**config.mk**
```make
export PLATFORM = sky130hd
export DESIGN_NAME = pe_relocation_block_parser_unit
export DESIGN_NICKNAME = d
export VERILOG_FILES = /design/src/hdl/relb_pkg.sv /design/src/hdl/pe_relocation_block_parser_unit.sv /design/src/hdl/relb_in_reg.sv /design/src/hdl/relb_core.sv
export SDC_FILE = /design/constraint.sdc
export NUM_CORES = 1
export LEC_CHECK = 0
export ABC_AREA = 1
export BUFFER_PORTS_ARGS = -buffer_cell sky130_fd_sc_hd__buf_2
export CAP_MARGIN = 20
export CORE_UTILIZATION = 40
export CTS_BUF_LIST = sky130_fd_sc_hd__clkbuf_16
export DETAILED_ROUTE_END_ITERATION = 8
export GPL_ROUTABILITY_DRIVEN = 0
export HOLD_SLACK_MARGIN = 0.08
export PLACE_DENSITY = 0.68
export SYNTH_ARGS = -nofsm -noshare
export SYNTH_HDL_FRONTEND = slang
export SYNTH_SLANG_ARGS = --single-unit
```
**constraint.sdc**
```tcl
create_clock -name clk_i -period 12.65 [get_ports clk_i]
set_input_delay 2.53 -clock clk_i [delete_from_list [all_inputs] [get_ports clk_i]]
set_output_delay 2.53 -clock clk_i [all_outputs]
set_load 0.02 [all_outputs]
```
**src/hdl/relb_pkg.sv**
```systemverilog
// ----------------------------------------------------------------------------
// Relocation block parser package
// Types and constants shared by the relocation block parser modules.
// ----------------------------------------------------------------------------
`default_nettype none

package relb_pkg;

  // Widths of the directory words and of the parse state.
  localparam int unsigned HalfWidth   = 16;
  localparam int unsigned AddrWidth   = 32;
  localparam int unsigned SizeWidth   = 32;
  localparam int unsigned CountWidth  = 31;
  localparam int unsigned TotalWidth  = 33;
  localparam int unsigned OffsetWidth = 12;
  localparam int unsigned KindWidth   = 4;

  // Entry type codes, taken from the top four bits of an entry word.
  localparam logic [KindWidth-1:0] KIND_LOW  = 4'd3;
  localparam logic [KindWidth-1:0] KIND_WIDE = 4'd10;

  // Size of a block header in bytes.
  localparam logic [SizeWidth-1:0] HEADER_BYTES = 32'd8;

  // Position within a block: the four header words, then the entries.
  typedef enum logic [2:0] {
    PH_PAGE_LO = 3'd0,
    PH_PAGE_HI = 3'd1,
    PH_SIZE_LO = 3'd2,
    PH_SIZE_HI = 3'd3,
    PH_ENTRY   = 3'd4
  } relb_phase_e;

  // One result word as it leaves the parser.
  typedef struct packed {
    logic                 has_target;
    logic [AddrWidth-1:0] target_address;
    logic                 is_wide;
    logic                 done_res;
    logic                 malformed;
  } relb_result_t;

endpackage

`default_nettype wire

```
**src/hdl/pe_relocation_block_parser_unit.sv**
```systemverilog
// ----------------------------------------------------------------------------
// PE base relocation block parser
// Takes the relocation directory one 16-bit word per cycle and gives one
// result word per input word: a target address for each type 3 or type 10
// entry, plus sticky done and malformed flags. A word passes through an input
// register, the parse logic and a result register; a new word is taken every
// cycle while results are taken. The directory size register applies at the
// next block boundary.
// ----------------------------------------------------------------------------
`default_nettype none

module pe_relocation_block_parser_unit (
  input  wire logic                           clk_i,
  input  wire logic                           rst_ni,
  input  wire logic                           cfg_we_i,
  input  wire logic [relb_pkg::SizeWidth-1:0] cfg_wdata_i,
  input  wire logic                           in_valid_i,
  output logic                                in_ready_o,
  input  wire logic [relb_pkg::HalfWidth-1:0] halfword_i,
  input  wire logic                           first_i,
  output logic                                out_valid_o,
  input  wire logic                           out_ready_i,
  output logic                                has_target_o,
  output logic [relb_pkg::AddrWidth-1:0]      target_address_o,
  output logic                                is_wide_o,
  output logic                                done_res_o,
  output logic                                malformed_o
);

  import relb_pkg::*;

  logic [SizeWidth-1:0] dir_bytes_q;
  logic                 stage_valid;
  logic [HalfWidth-1:0] stage_halfword;
  logic                 stage_first;
  logic                 out_free;
  logic                 advance;
  relb_result_t         step_result;
  relb_result_t         result_q;
  logic                 out_valid_q, out_valid_d;

  // Directory size register.
  always_ff @(posedge clk_i or negedge rst_ni) begin
    if (!rst_ni) begin
      dir_bytes_q <= '0;
    end else if (cfg_we_i) begin
      dir_bytes_q <= cfg_wdata_i;
    end
  end

  // A word moves into the result register when that register is free.
  assign out_free = !out_valid_q || out_ready_i;
  assign advance  = stage_valid && out_free;

  relb_in_reg u_in_reg (
    .clk_i      (clk_i),
    .rst_ni     (rst_ni),
    .in_valid_i (in_valid_i),
    .in_ready_o (in_ready_o),
    .halfword_i (halfword_i),
    .first_i    (first_i),
    .take_i     (advance),
    .valid_o    (stage_valid),
    .halfword_o (stage_halfword),
    .first_o    (stage_first)
  );

  relb_core u_core (
    .clk_i       (clk_i),
    .rst_ni      (rst_ni),
    .step_i      (advance),
    .halfword_i  (stage_halfword),
    .first_i     (stage_first),
    .dir_bytes_i (dir_bytes_q),
    .result_o    (step_result)
  );

  // Result register.
  always_comb begin
    out_valid_d = out_valid_q;
    if (advance) begin
      out_valid_d = 1'b1;
    end else if (out_ready_i) begin
      out_valid_d = 1'b0;
    end
  end

  always_ff @(posedge clk_i or negedge rst_ni) begin
    if (!rst_ni) begin
      out_valid_q <= 1'b0;
    end else begin
      out_valid_q <= out_valid_d;
    end
  end

  always_ff @(posedge clk_i) begin
    if (advance) begin
      result_q <= step_result;
    end
  end

  assign out_valid_o      = out_valid_q;
  assign has_target_o     = result_q.has_target;
  assign target_address_o = result_q.target_address;
  assign is_wide_o        = result_q.is_wide;
  assign done_res_o       = result_q.done_res;
  assign malformed_o      = result_q.malformed;

  // A malformed block always ends the directory.
  a_malformed_done : assert property (@(posedge clk_i) disable iff (!rst_ni)
    out_valid_q && result_q.malformed |-> result_q.done_res)
    else $error("malformed flag set without done");

  // No target can come from a directory already marked malformed.
  a_target_clean : assert property (@(posedge clk_i) disable iff (!rst_ni)
    out_valid_q && result_q.has_target |-> !result_q.malformed)
    else $error("target reported in a malformed directory");

  // Words without a target carry a cleared address and width flag.
  a_no_target_zero : assert property (@(posedge clk_i) disable iff (!rst_ni)
    out_valid_q && !result_q.has_target |->
      (result_q.target_address == '0) && !result_q.is_wide)
    else $error("stray address on a word without a target");

  // The input side only stalls when both registers hold a word.
  a_stall_cause : assert property (@(posedge clk_i) disable iff (!rst_ni)
    !in_ready_o |-> stage_valid && out_valid_q && !out_ready_i)
    else $error("input stalled with room in the pipeline");

endmodule

`default_nettype wire

```
**src/hdl/relb_in_reg.sv**
```systemverilog
// ----------------------------------------------------------------------------
// Relocation block parser input register
// Holds one incoming directory word until the parser takes it.
// ----------------------------------------------------------------------------
`default_nettype none

module relb_in_reg (
  input  wire logic                          clk_i,
  input  wire logic                          rst_ni,
  input  wire logic                          in_valid_i,
  output logic                               in_ready_o,
  input  wire logic [relb_pkg::HalfWidth-1:0] halfword_i,
  input  wire logic                          first_i,
  input  wire logic                          take_i,
  output logic                               valid_o,
  output logic [relb_pkg::HalfWidth-1:0]     halfword_o,
  output logic                               first_o
);

  import relb_pkg::*;

  logic                 valid_q, valid_d;
  logic [HalfWidth-1:0] halfword_q;
  logic                 first_q;

  // The register is free when empty or when its word moves on this cycle.
  assign in_ready_o = !valid_q || take_i;

  always_comb begin
    valid_d = valid_q;
    if (in_valid_i && in_ready_o) begin
      valid_d = 1'b1;
    end else if (take_i) begin
      valid_d = 1'b0;
    end
  end

  always_ff @(posedge clk_i or negedge rst_ni) begin
    if (!rst_ni) begin
      valid_q <= 1'b0;
    end else begin
      valid_q <= valid_d;
    end
  end

  // Payload is loaded with every accepted word.
  always_ff @(posedge clk_i) begin
    if (in_valid_i && in_ready_o) begin
      halfword_q <= halfword_i;
      first_q    <= first_i;
    end
  end

  assign valid_o    = valid_q;
  assign halfword_o = halfword_q;
  assign first_o    = first_q;

endmodule

`default_nettype wire

```
**src/hdl/relb_core.sv**
```systemverilog
// ----------------------------------------------------------------------------
// Relocation block parser core
// Keeps the parse state and works out the result for one directory word.
// ----------------------------------------------------------------------------
`default_nettype none

module relb_core (
  input  wire logic                           clk_i,
  input  wire logic                           rst_ni,
  input  wire logic                           step_i,
  input  wire logic [relb_pkg::HalfWidth-1:0] halfword_i,
  input  wire logic                           first_i,
  input  wire logic [relb_pkg::SizeWidth-1:0] dir_bytes_i,
  output relb_pkg::relb_result_t              result_o
);

  import relb_pkg::*;

  relb_phase_e           phase_q, phase_d, eff_phase;
  logic [AddrWidth-1:0]  page_q, page_d, eff_page;
  logic [SizeWidth-1:0]  block_q, block_d, eff_block;
  logic [CountWidth-1:0] entries_q, entries_d, eff_entries;
  logic [TotalWidth-1:0] total_q, total_d, eff_total;
  logic                  finished_q, finished_d, eff_finished;
  logic                  bad_q, bad_d, eff_bad;

  logic [SizeWidth-1:0]  size_full;
  logic [TotalWidth-1:0] total_sum;
  logic [TotalWidth-1:0] dir_ext;
  logic [KindWidth-1:0]  kind;
  logic                  hit;

  // A first word restarts the parse from the reset state.
  always_comb begin
    if (first_i) begin
      eff_phase    = PH_PAGE_LO;
      eff_page     = '0;
      eff_block    = '0;
      eff_entries  = '0;
      eff_total    = '0;
      eff_finished = 1'b0;
      eff_bad      = 1'b0;
    end else begin
      eff_phase    = phase_q;
      eff_page     = page_q;
      eff_block    = block_q;
      eff_entries  = entries_q;
      eff_total    = total_q;
      eff_finished = finished_q;
      eff_bad      = bad_q;
    end
  end

  assign size_full = {halfword_i, eff_block[HalfWidth-1:0]};
  assign total_sum = eff_total + {1'b0, size_full};
  assign dir_ext   = {1'b0, dir_bytes_i};

  // Next state of the parse.
  always_comb begin
    phase_d    = eff_phase;
    page_d     = eff_page;
    block_d    = eff_block;
    entries_d  = eff_entries;
    total_d    = eff_total;
    finished_d = eff_finished;
    bad_d      = eff_bad;
    if (!eff_finished) begin
      unique case (eff_phase)
        PH_PAGE_HI: begin
          page_d  = {halfword_i, eff_page[HalfWidth-1:0]};
          phase_d = PH_SIZE_LO;
        end
        PH_SIZE_LO: begin
          block_d = {{(SizeWidth-HalfWidth){1'b0}}, halfword_i};
          phase_d = PH_SIZE_HI;
        end
        PH_SIZE_HI: begin
          block_d = size_full;
          phase_d = PH_PAGE_LO;
          if (size_full == '0 && eff_page == '0) begin
            finished_d = 1'b1;
          end else if (size_full < HEADER_BYTES || size_full[0]) begin
            bad_d      = 1'b1;
            finished_d = 1'b1;
          end else begin
            // Entries follow at two bytes each after the header.
            entries_d = size_full[SizeWidth-1:1] - CountWidth'(HEADER_BYTES >> 1);
            total_d   = total_sum;
            if (size_full == HEADER_BYTES) begin
              finished_d = (total_sum >= dir_ext);
            end else begin
              phase_d = PH_ENTRY;
            end
          end
        end
        PH_ENTRY: begin
          entries_d = eff_entries - CountWidth'(1);
          if (entries_d == '0) begin
            phase_d    = PH_PAGE_LO;
            finished_d = (eff_total >= dir_ext);
          end
        end
        default: begin
          // Start of a block: stop once the directory size is used up.
          if (eff_total >= dir_ext) begin
            finished_d = 1'b1;
            phase_d    = PH_PAGE_LO;
          end else begin
            page_d  = {{(AddrWidth-HalfWidth){1'b0}}, halfword_i};
            phase_d = PH_PAGE_HI;
          end
        end
      endcase
    end
  end

  // Result of this word: an entry of a relocating type gives a target.
  assign kind = halfword_i[HalfWidth-1 -: KindWidth];

  always_comb begin
    hit = !eff_finished && (eff_phase == PH_ENTRY) &&
          ((kind == KIND_LOW) || (kind == KIND_WIDE));
    result_o.has_target     = hit;
    result_o.target_address = hit ?
      (eff_page + {{(AddrWidth-OffsetWidth){1'b0}}, halfword_i[OffsetWidth-1:0]}) : '0;
    result_o.is_wide        = hit && (kind == KIND_WIDE);
    result_o.done_res       = finished_d;
    result_o.malformed      = bad_d;
  end

  // State moves on with every word that is taken.
  always_ff @(posedge clk_i or negedge rst_ni) begin
    if (!rst_ni) begin
      phase_q    <= PH_PAGE_LO;
      page_q     <= '0;
      block_q    <= '0;
      entries_q  <= '0;
      total_q    <= '0;
      finished_q <= 1'b0;
      bad_q      <= 1'b0;
    end else if (step_i) begin
      phase_q    <= phase_d;
      page_q     <= page_d;
      block_q    <= block_d;
      entries_q  <= entries_d;
      total_q    <= total_d;
      finished_q <= finished_d;
      bad_q      <= bad_d;
    end
  end

endmodule

`default_nettype wire
```
==> flow_summary.ini, run 1 <==
[outcome]
status = finished, final reports clean

[worst_hold_path]
min_from = u_core.block_q[7]
min_delay_worst_endpoint = u_core.block_q[7]
worst_min_path_class = register to register
min_path_cells = 2

[global_route]
maximum_number_of_pins_on_one_net_before_global_route_repair = 100
globalRouteTotalUtil = 0.2473
grt_antenna_before_repair = 1
vias_in_the_first_global_route = 15387
grt_overflow_total = 0
global_route_wire_length_before_repair_mm = 80.75

[die]
number_of_placed_i_o_pins = 92
die_area_um2 = 40580
dieWidth_um = 201.4
core_um2 = 38920
die_height_um = 201.4
floorplan.initialDensity = 0.4088
floorplan.rows = 72

[layout]
layout.area.seq_um2 = 5370
final_layout_size_suffix_gt1_frac = 0.09621
insertedDiodeCount = 0
fill_cells = 3963
most-common-layout-cells = sky130_fd_sc_hd__nand2_1 (448), sky130_fd_sc_hd__inv_1 (305), sky130_fd_sc_hd__nor2_1 (264)
multi_input_area_um2 = 8945
area_growth_syn_to_layout_pct = 9.846
layout.nets = 2434
most_common_cell_after_layout_fill_and_taps_aside = sky130_fd_sc_hd__nand2_1

[setup_path]
required_ns = 13.08
startpoint_type = register
critPathMostFrequentCell = sky130_fd_sc_hd__nand2_1
worst_r2r_endpoint = done_res_o
path_class = register to register
reg2reg_depth = 29
worstSetupStartpoint = u_in_reg.first_o
end_kind = register
regToRegStartpoint = u_in_reg.first_o
crit_slowest_cell = sky130_fd_sc_hd__buf_4
worst_reg2reg_setup_slack_ns = 6.98
worst_path_largest_cell_delay_ns = 0.71
critPathMaxFanout = 72
worstPathArrival_ns = 6.10

[timing]
finalSetupViolCount = 0
fin_setup_tns_ns = 0
fmaxAchievable_ghz = 0.1763
min_period_ns = 5.671
max_slew_headroom = 0.2349
tightest_slew_ns = 1.148
rsz0062_at_grt = no
post-route-period-util = 0.4483
report.final.slew_viol_count = 0
skew_ns = 0.01965
hold_viol = 0
hold_ws_ns = 0.4897

[synth]
synth_enable_flop_cells = 53
syn-mean-instance-area_um2 = 7.147
synth_async_sr_flop_share = 0.7402
synthCells = 2226
synth.net_count = 2381
netlist_area_um2 = 15910
register_bit_count_reported_by_yosys = 204
synth_seq_area_share = 0.3375
synthFlopType = sky130_fd_sc_hd__dfrtp_1
synth_warnings = 0
synth_cell_types = 64

[cts]
clock-sinks = 204
htree_levels = 1
insertion_delay_ns = 0.56
tritoncts.num_buffers = 24
clk_pin_slew_ns = 0.06
cts-root-to-sink-buffers = 3
cts_setup_buffers = 0
cts_root_cell = sky130_fd_sc_hd__clkbuf_16
tritoncts_clock_tree = yes
hold_buffers = 0
cts_resized = 0

[run]
max_cap_check_violation_count = 0

[place]
buffer_ports.inserted = 91
dp_hpwl_mm = 36.55

[power]
power_per_cell_area_nw_per_um2 = 159.7
fin_total_pwr_uw = 2790
vdd_drop_max_uv = 129.8
pleak_uw = 0.008515

[drt]
drt-pass1-iter-count = 8
initialDrtViolationCount = 1673
total_length_of_routed_wires_mm = 50.26
vias_per_cell = 5.612
via_count = 15797
final_antenna_net_count = 0
route.detailed.wl_per_inst_um = 17.86
post-route-drc-count = 0
registers in the layout, summed over array words and instances, names as in the netlist:
| name | count |
|---|---|
| has_target_o | 1 |
| out_valid_o | 1 |
| u_core.entries_q | 31 |
| u_in_reg.halfword_o | 16 |
| u_in_reg.valid_o | 1 |
| u_core.page_q | 32 |
| is_wide_o | 1 |
| target_address_o | 32 |
| u_in_reg.first_o | 1 |
| u_core.block_q | 16 |
| dir_bytes_q | 32 |
| u_core.total_q | 33 |
| u_core.phase_q | 3 |
| u_core.finished_q | 1 |
| malformed_o | 1 |
| u_core.bad_q | 1 |
| done_res_o | 1 |
cell families after synthesis:
| logic type | synth area share |
|---|---|
| flip-flops | 0.3375 |
| adder cells (fa/ha/maj) | 0.08037 |
| buffers and inverters | 0.1007 |
| multiplexers | 0.0007077 |
| AO/OA/AOI/OAI | 0.1854 |
| AND/OR/NAND/NOR | 0.2624 |
| XOR/XNOR | 0.03287 |
metrics by stage:
stage               instances  cell area, um2  setup WS, ns    util
floorplan                2226           15910         7.337       -
CTS                      2815           17480         7.144  0.4491
detailed placement       2771           16730         7.146  0.4298
global route             2815           17480         6.593  0.4491
finish                   2815           17480         6.979  0.4491
global placement         2771           16730         7.172  0.4298
cell type report:
class                      count  area share
multi-input combinational   1624      0.5118
clock buffer                  25     0.03580
clock inverter                19    0.007088
tap                          518     0.03708
inverter                     322     0.06937
timing repair buffer         103     0.03157
sequential                   204      0.3073
worst max-delay path by stage:
stage	to
floorplan	in_ready_o
finish	done_res_o
CTS	in_ready_o
global route	done_res_o
detailed placement	in_ready_o
global placement	in_ready_o
power by group:
part | total [uW] | switching (uW) | internal, uW
registers | 900 | 80.6 | 819
clock network | 681 | 302 | 378
logic | 1210 | 831 | 378
total | 2790 | 1210 | 1580
routing by layer:
layer	up-vias	wire, um	track usage
met5	-	0	0
met4	0	2741	0.1234
li1	7566	-	-
met3	172	4090	0.04519
met1	7361	21140	0.3220
met2	698	22300	0.3933
Yosys cell counts (8+ instances only):
library cell	number	area, um2
sky130_fd_sc_hd__nor2_2	14	87.58
sky130_fd_sc_hd__dfrtp_1	151	3779
sky130_fd_sc_hd__a22oi_1	28	210.2
sky130_fd_sc_hd__nand2_1	449	1685
sky130_fd_sc_hd__nand4_1	36	225.2
sky130_fd_sc_hd__ha_1	99	1239
sky130_fd_sc_hd__buf_1	8	30.03
sky130_fd_sc_hd__nand2_2	13	81.33
sky130_fd_sc_hd__o221ai_1	10	87.58
sky130_fd_sc_hd__xor2_1	50	437.9
sky130_fd_sc_hd__o211ai_1	16	120.1
sky130_fd_sc_hd__o21ai_1	30	150.1
sky130_fd_sc_hd__nand3_1	99	495.5
sky130_fd_sc_hd__nor4_1	11	68.82
sky130_fd_sc_hd__a211oi_1	10	75.07
sky130_fd_sc_hd__a221oi_1	22	192.7
sky130_fd_sc_hd__edfxtp_1	53	1592
sky130_fd_sc_hd__nor3_1	34	170.2
sky130_fd_sc_hd__o22ai_1	20	125.1
sky130_fd_sc_hd__inv_2	17	63.81
sky130_fd_sc_hd__nor2_1	264	991.0
sky130_fd_sc_hd__a21oi_1	181	905.9
sky130_fd_sc_hd__clkbuf_1	43	161.4
sky130_fd_sc_hd__inv_1	303	1137
sky130_fd_sc_hd__buf_2	10	50.05
sky130_fd_sc_hd__o21ai_0	142	710.7
sky130_fd_sc_hd__a31oi_1	8	50.05
worst max-delay path: cells and delay by family, from the launching register on:
family | cells | cell delay [ns]
AOI/OAI and AO/OA | 4 | 0.86
xor gates and xnor gates | 1 | 0.10
adders and majority gates | 2 | 0.66
buffers and inverters | 5 | 1.50
DFF | 1 | 0.33
and+or+nand+nor | 17 | 2.00
Note: power is estimated with default switching activity, not from simulation.
==> inputs of run 2 (changes only) <==
- PLACE_DENSITY: 0.68 -> 0.7
- clock period: 12.65 -> 4.6 ns (I/O delays scaled with it)
==> run 2 against run 1 <==
Against the previous run: flip-flop and latch count did not move; hold slack got worse by 0.0090 ns; register-to-register slack got worse by 6.9 ns; highest routed layer unchanged; power rose to 2.9 times the previous value; clock skew fell by 0.0044 ns; largest cell class unchanged; core utilization rose by 2.0 points; die area did not move; critical path type unchanged; worst setup slack got worse by 6.9 ns.
==> flow_summary.ini, run 2 (synthesis results as in run 1) <==
[outcome]
status = finished, final reports clean

[global_route]
globalRouteTotalUtil = 0.2420
grt_antenna_before_repair = 0
global_route_wire_length_before_repair_mm = 79.41
maximum_number_of_pins_on_one_net_before_global_route_repair = 103
vias_in_the_first_global_route = 15365
grt_overflow_total = 0

[die]
floorplan.rows = 72
die_area_um2 = 40580
dieWidth_um = 201.4
floorplan.initialDensity = 0.4088
number_of_placed_i_o_pins = 92
core_um2 = 38920
die_height_um = 201.4

[run]
max_cap_check_violation_count = 0

[cts]
cts_root_cell = sky130_fd_sc_hd__clkbuf_16
tritoncts.num_buffers = 25
htree_levels = 1
clk_pin_slew_ns = 0.06
clock-sinks = 204
tritoncts_clock_tree = yes
cts-root-to-sink-buffers = 3
insertion_delay_ns = 0.55
hold_buffers = 0

[layout]
most-common-layout-cells = sky130_fd_sc_hd__nand2_1 (444), sky130_fd_sc_hd__inv_1 (305), sky130_fd_sc_hd__nor2_1 (250)
final_layout_size_suffix_gt1_frac = 0.1294
largest_reg_flops = 33
registers.top_by_ff_count = u_core.total_q
fill_cells = 3867
layout.nets = 2478
area_growth_syn_to_layout_pct = 14.63
most_common_cell_after_layout_fill_and_taps_aside = sky130_fd_sc_hd__nand2_1
insertedDiodeCount = 0
multi_input_area_um2 = 9164
final_cells = 2860
layout.area.seq_um2 = 5370

[setup_path]
worst_reg2reg_setup_slack_ns = 0.13
path_class = register to register
required_ns = 4.90
regToRegStartpoint = u_in_reg.first_o
worst_r2r_endpoint = done_res_o
startpoint_type = register
critPathMaxFanout = 6
end_kind = register
reg2reg_depth = 22
worstPathArrival_ns = 4.78

[power]
fin_total_pwr_uw = 8018
power_per_cell_area_nw_per_um2 = 439.6
vdd_drop_max_uv = 383.1
pleak_uw = 0.008845

[timing]
tightest_slew_ns = 1.100
finalSetupViolCount = 0
fmaxAchievable_ghz = 0.2235
max_slew_headroom = 0.2661
report.final.slew_viol_count = 0
min_period_ns = 4.474
skew_ns = 0.01521
post-route-period-util = 0.9725
rsz0062_at_grt = yes
hold_viol = 0

[drt]
drt-pass1-iter-count = 6
route.detailed.wl_per_inst_um = 17.80
post-route-drc-count = 0
via_count = 16239
total_length_of_routed_wires_mm = 50.92
initialDrtViolationCount = 1714
final_antenna_net_count = 0
vias_per_cell = 5.678

[worst_hold_path]
worst_min_path_class = input pin to async pin

[place]
buffer_ports.inserted = 91
dp_hpwl_mm = 36.87
dpl.cell_count = 2802
-- run 2: cell types whose count changed in the layout (fill, tap and decap cells not counted), sizes merged --
cell / previous run / this run
clkinv: 14 / 11
buf: 103 / 143
clkinvlp: 2 / 0
bufinv: 1 / 5
inv: 324 / 327
clkbuf: 25 / 28
-- run 2: repair_timing --
action | 4_1_cts | 5_1_grt
resized for setup | 0 | 54
endpoints found under the setup margin | 0 | 2
buffers inserted | 0 | 9
endpoints found under the hold margin | 0 | 0
-- run 2: worst max path at each step --
stage | startpoint | endpoint | cells past startpoint
detailed placement | u_in_reg.first_o | done_res_o | 31
floorplan | u_in_reg.first_o | done_res_o | 35
finish | u_in_reg.first_o | done_res_o | 22
global placement | u_in_reg.first_o | done_res_o | 31
global route | u_in_reg.first_o | u_core.finished_q | 31
CTS | u_in_reg.first_o | done_res_o | 31
-- run 2: where the power goes --
part           internal (uW)  total (uW)  switching [uW]
clock                   1270        2090             819
sequential              2250        2460             207
combinational           1130        3470            2340
total                   4650        8020            3370
-- run 2: per-stage QoR --
stage	hold slack, ns	instance area (um2)	util	setup slack, ns	setup TNS [ns]
after global routing	0.5069	18240	0.4686	-0.08656	-0.1402
after global placement	0.4626	17010	0.4371	0.2444	0
after floorplan	0.4492	15910	-	0.07961	0
final	0.4807	18240	0.4686	0.1263	0
after CTS	0.4843	17860	0.4590	0.1582	0
after detailed placement	0.4681	17010	0.4371	0.1953	0
-- run 2: final cells by class --
| cell class | instances | area share |
|---|---|---|
| clock buffer | 25 | 0.03430 |
| clock inverter | 21 | 0.01255 |
| inverter | 322 | 0.06648 |
| multi-input combinational | 1624 | 0.5025 |
| sequential | 204 | 0.2945 |
| tap | 518 | 0.03554 |
| timing repair buffer | 146 | 0.05420 |
-- run 2: routing by layer --
metal,part of all wire,track usage
met1,0.41,0.3239
met2,0.45,0.3899
met3,0.092,0.03256
met4,0.050,0.1058
met5,0,0
-- run 2: worst max-delay path, stage by stage, from the launching register on --
cell,delay [ns]
sky130_fd_sc_hd__edfxtp_1,0.46
sky130_fd_sc_hd__buf_12,0.19
sky130_fd_sc_hd__buf_4,0.18
sky130_fd_sc_hd__nor2_1,0.30
sky130_fd_sc_hd__ha_1,0.37
sky130_fd_sc_hd__a21oi_1,0.24
sky130_fd_sc_hd__o21ai_0,0.22
sky130_fd_sc_hd__a21oi_2,0.24
sky130_fd_sc_hd__nor3_1,0.07
sky130_fd_sc_hd__a211oi_1,0.29
sky130_fd_sc_hd__nand3_1,0.15
sky130_fd_sc_hd__and2_1,0.18
sky130_fd_sc_hd__ha_1,0.28
sky130_fd_sc_hd__nand2_1,0.11
sky130_fd_sc_hd__nor2_1,0.06
sky130_fd_sc_hd__nand3_1,0.09
sky130_fd_sc_hd__nor3_2,0.05
sky130_fd_sc_hd__a31oi_1,0.30
sky130_fd_sc_hd__nand3_2,0.13
sky130_fd_sc_hd__nand2_1,0.08
sky130_fd_sc_hd__nand3_1,0.08
sky130_fd_sc_hd__nand2_1,0.08
sky130_fd_sc_hd__inv_1,0.05
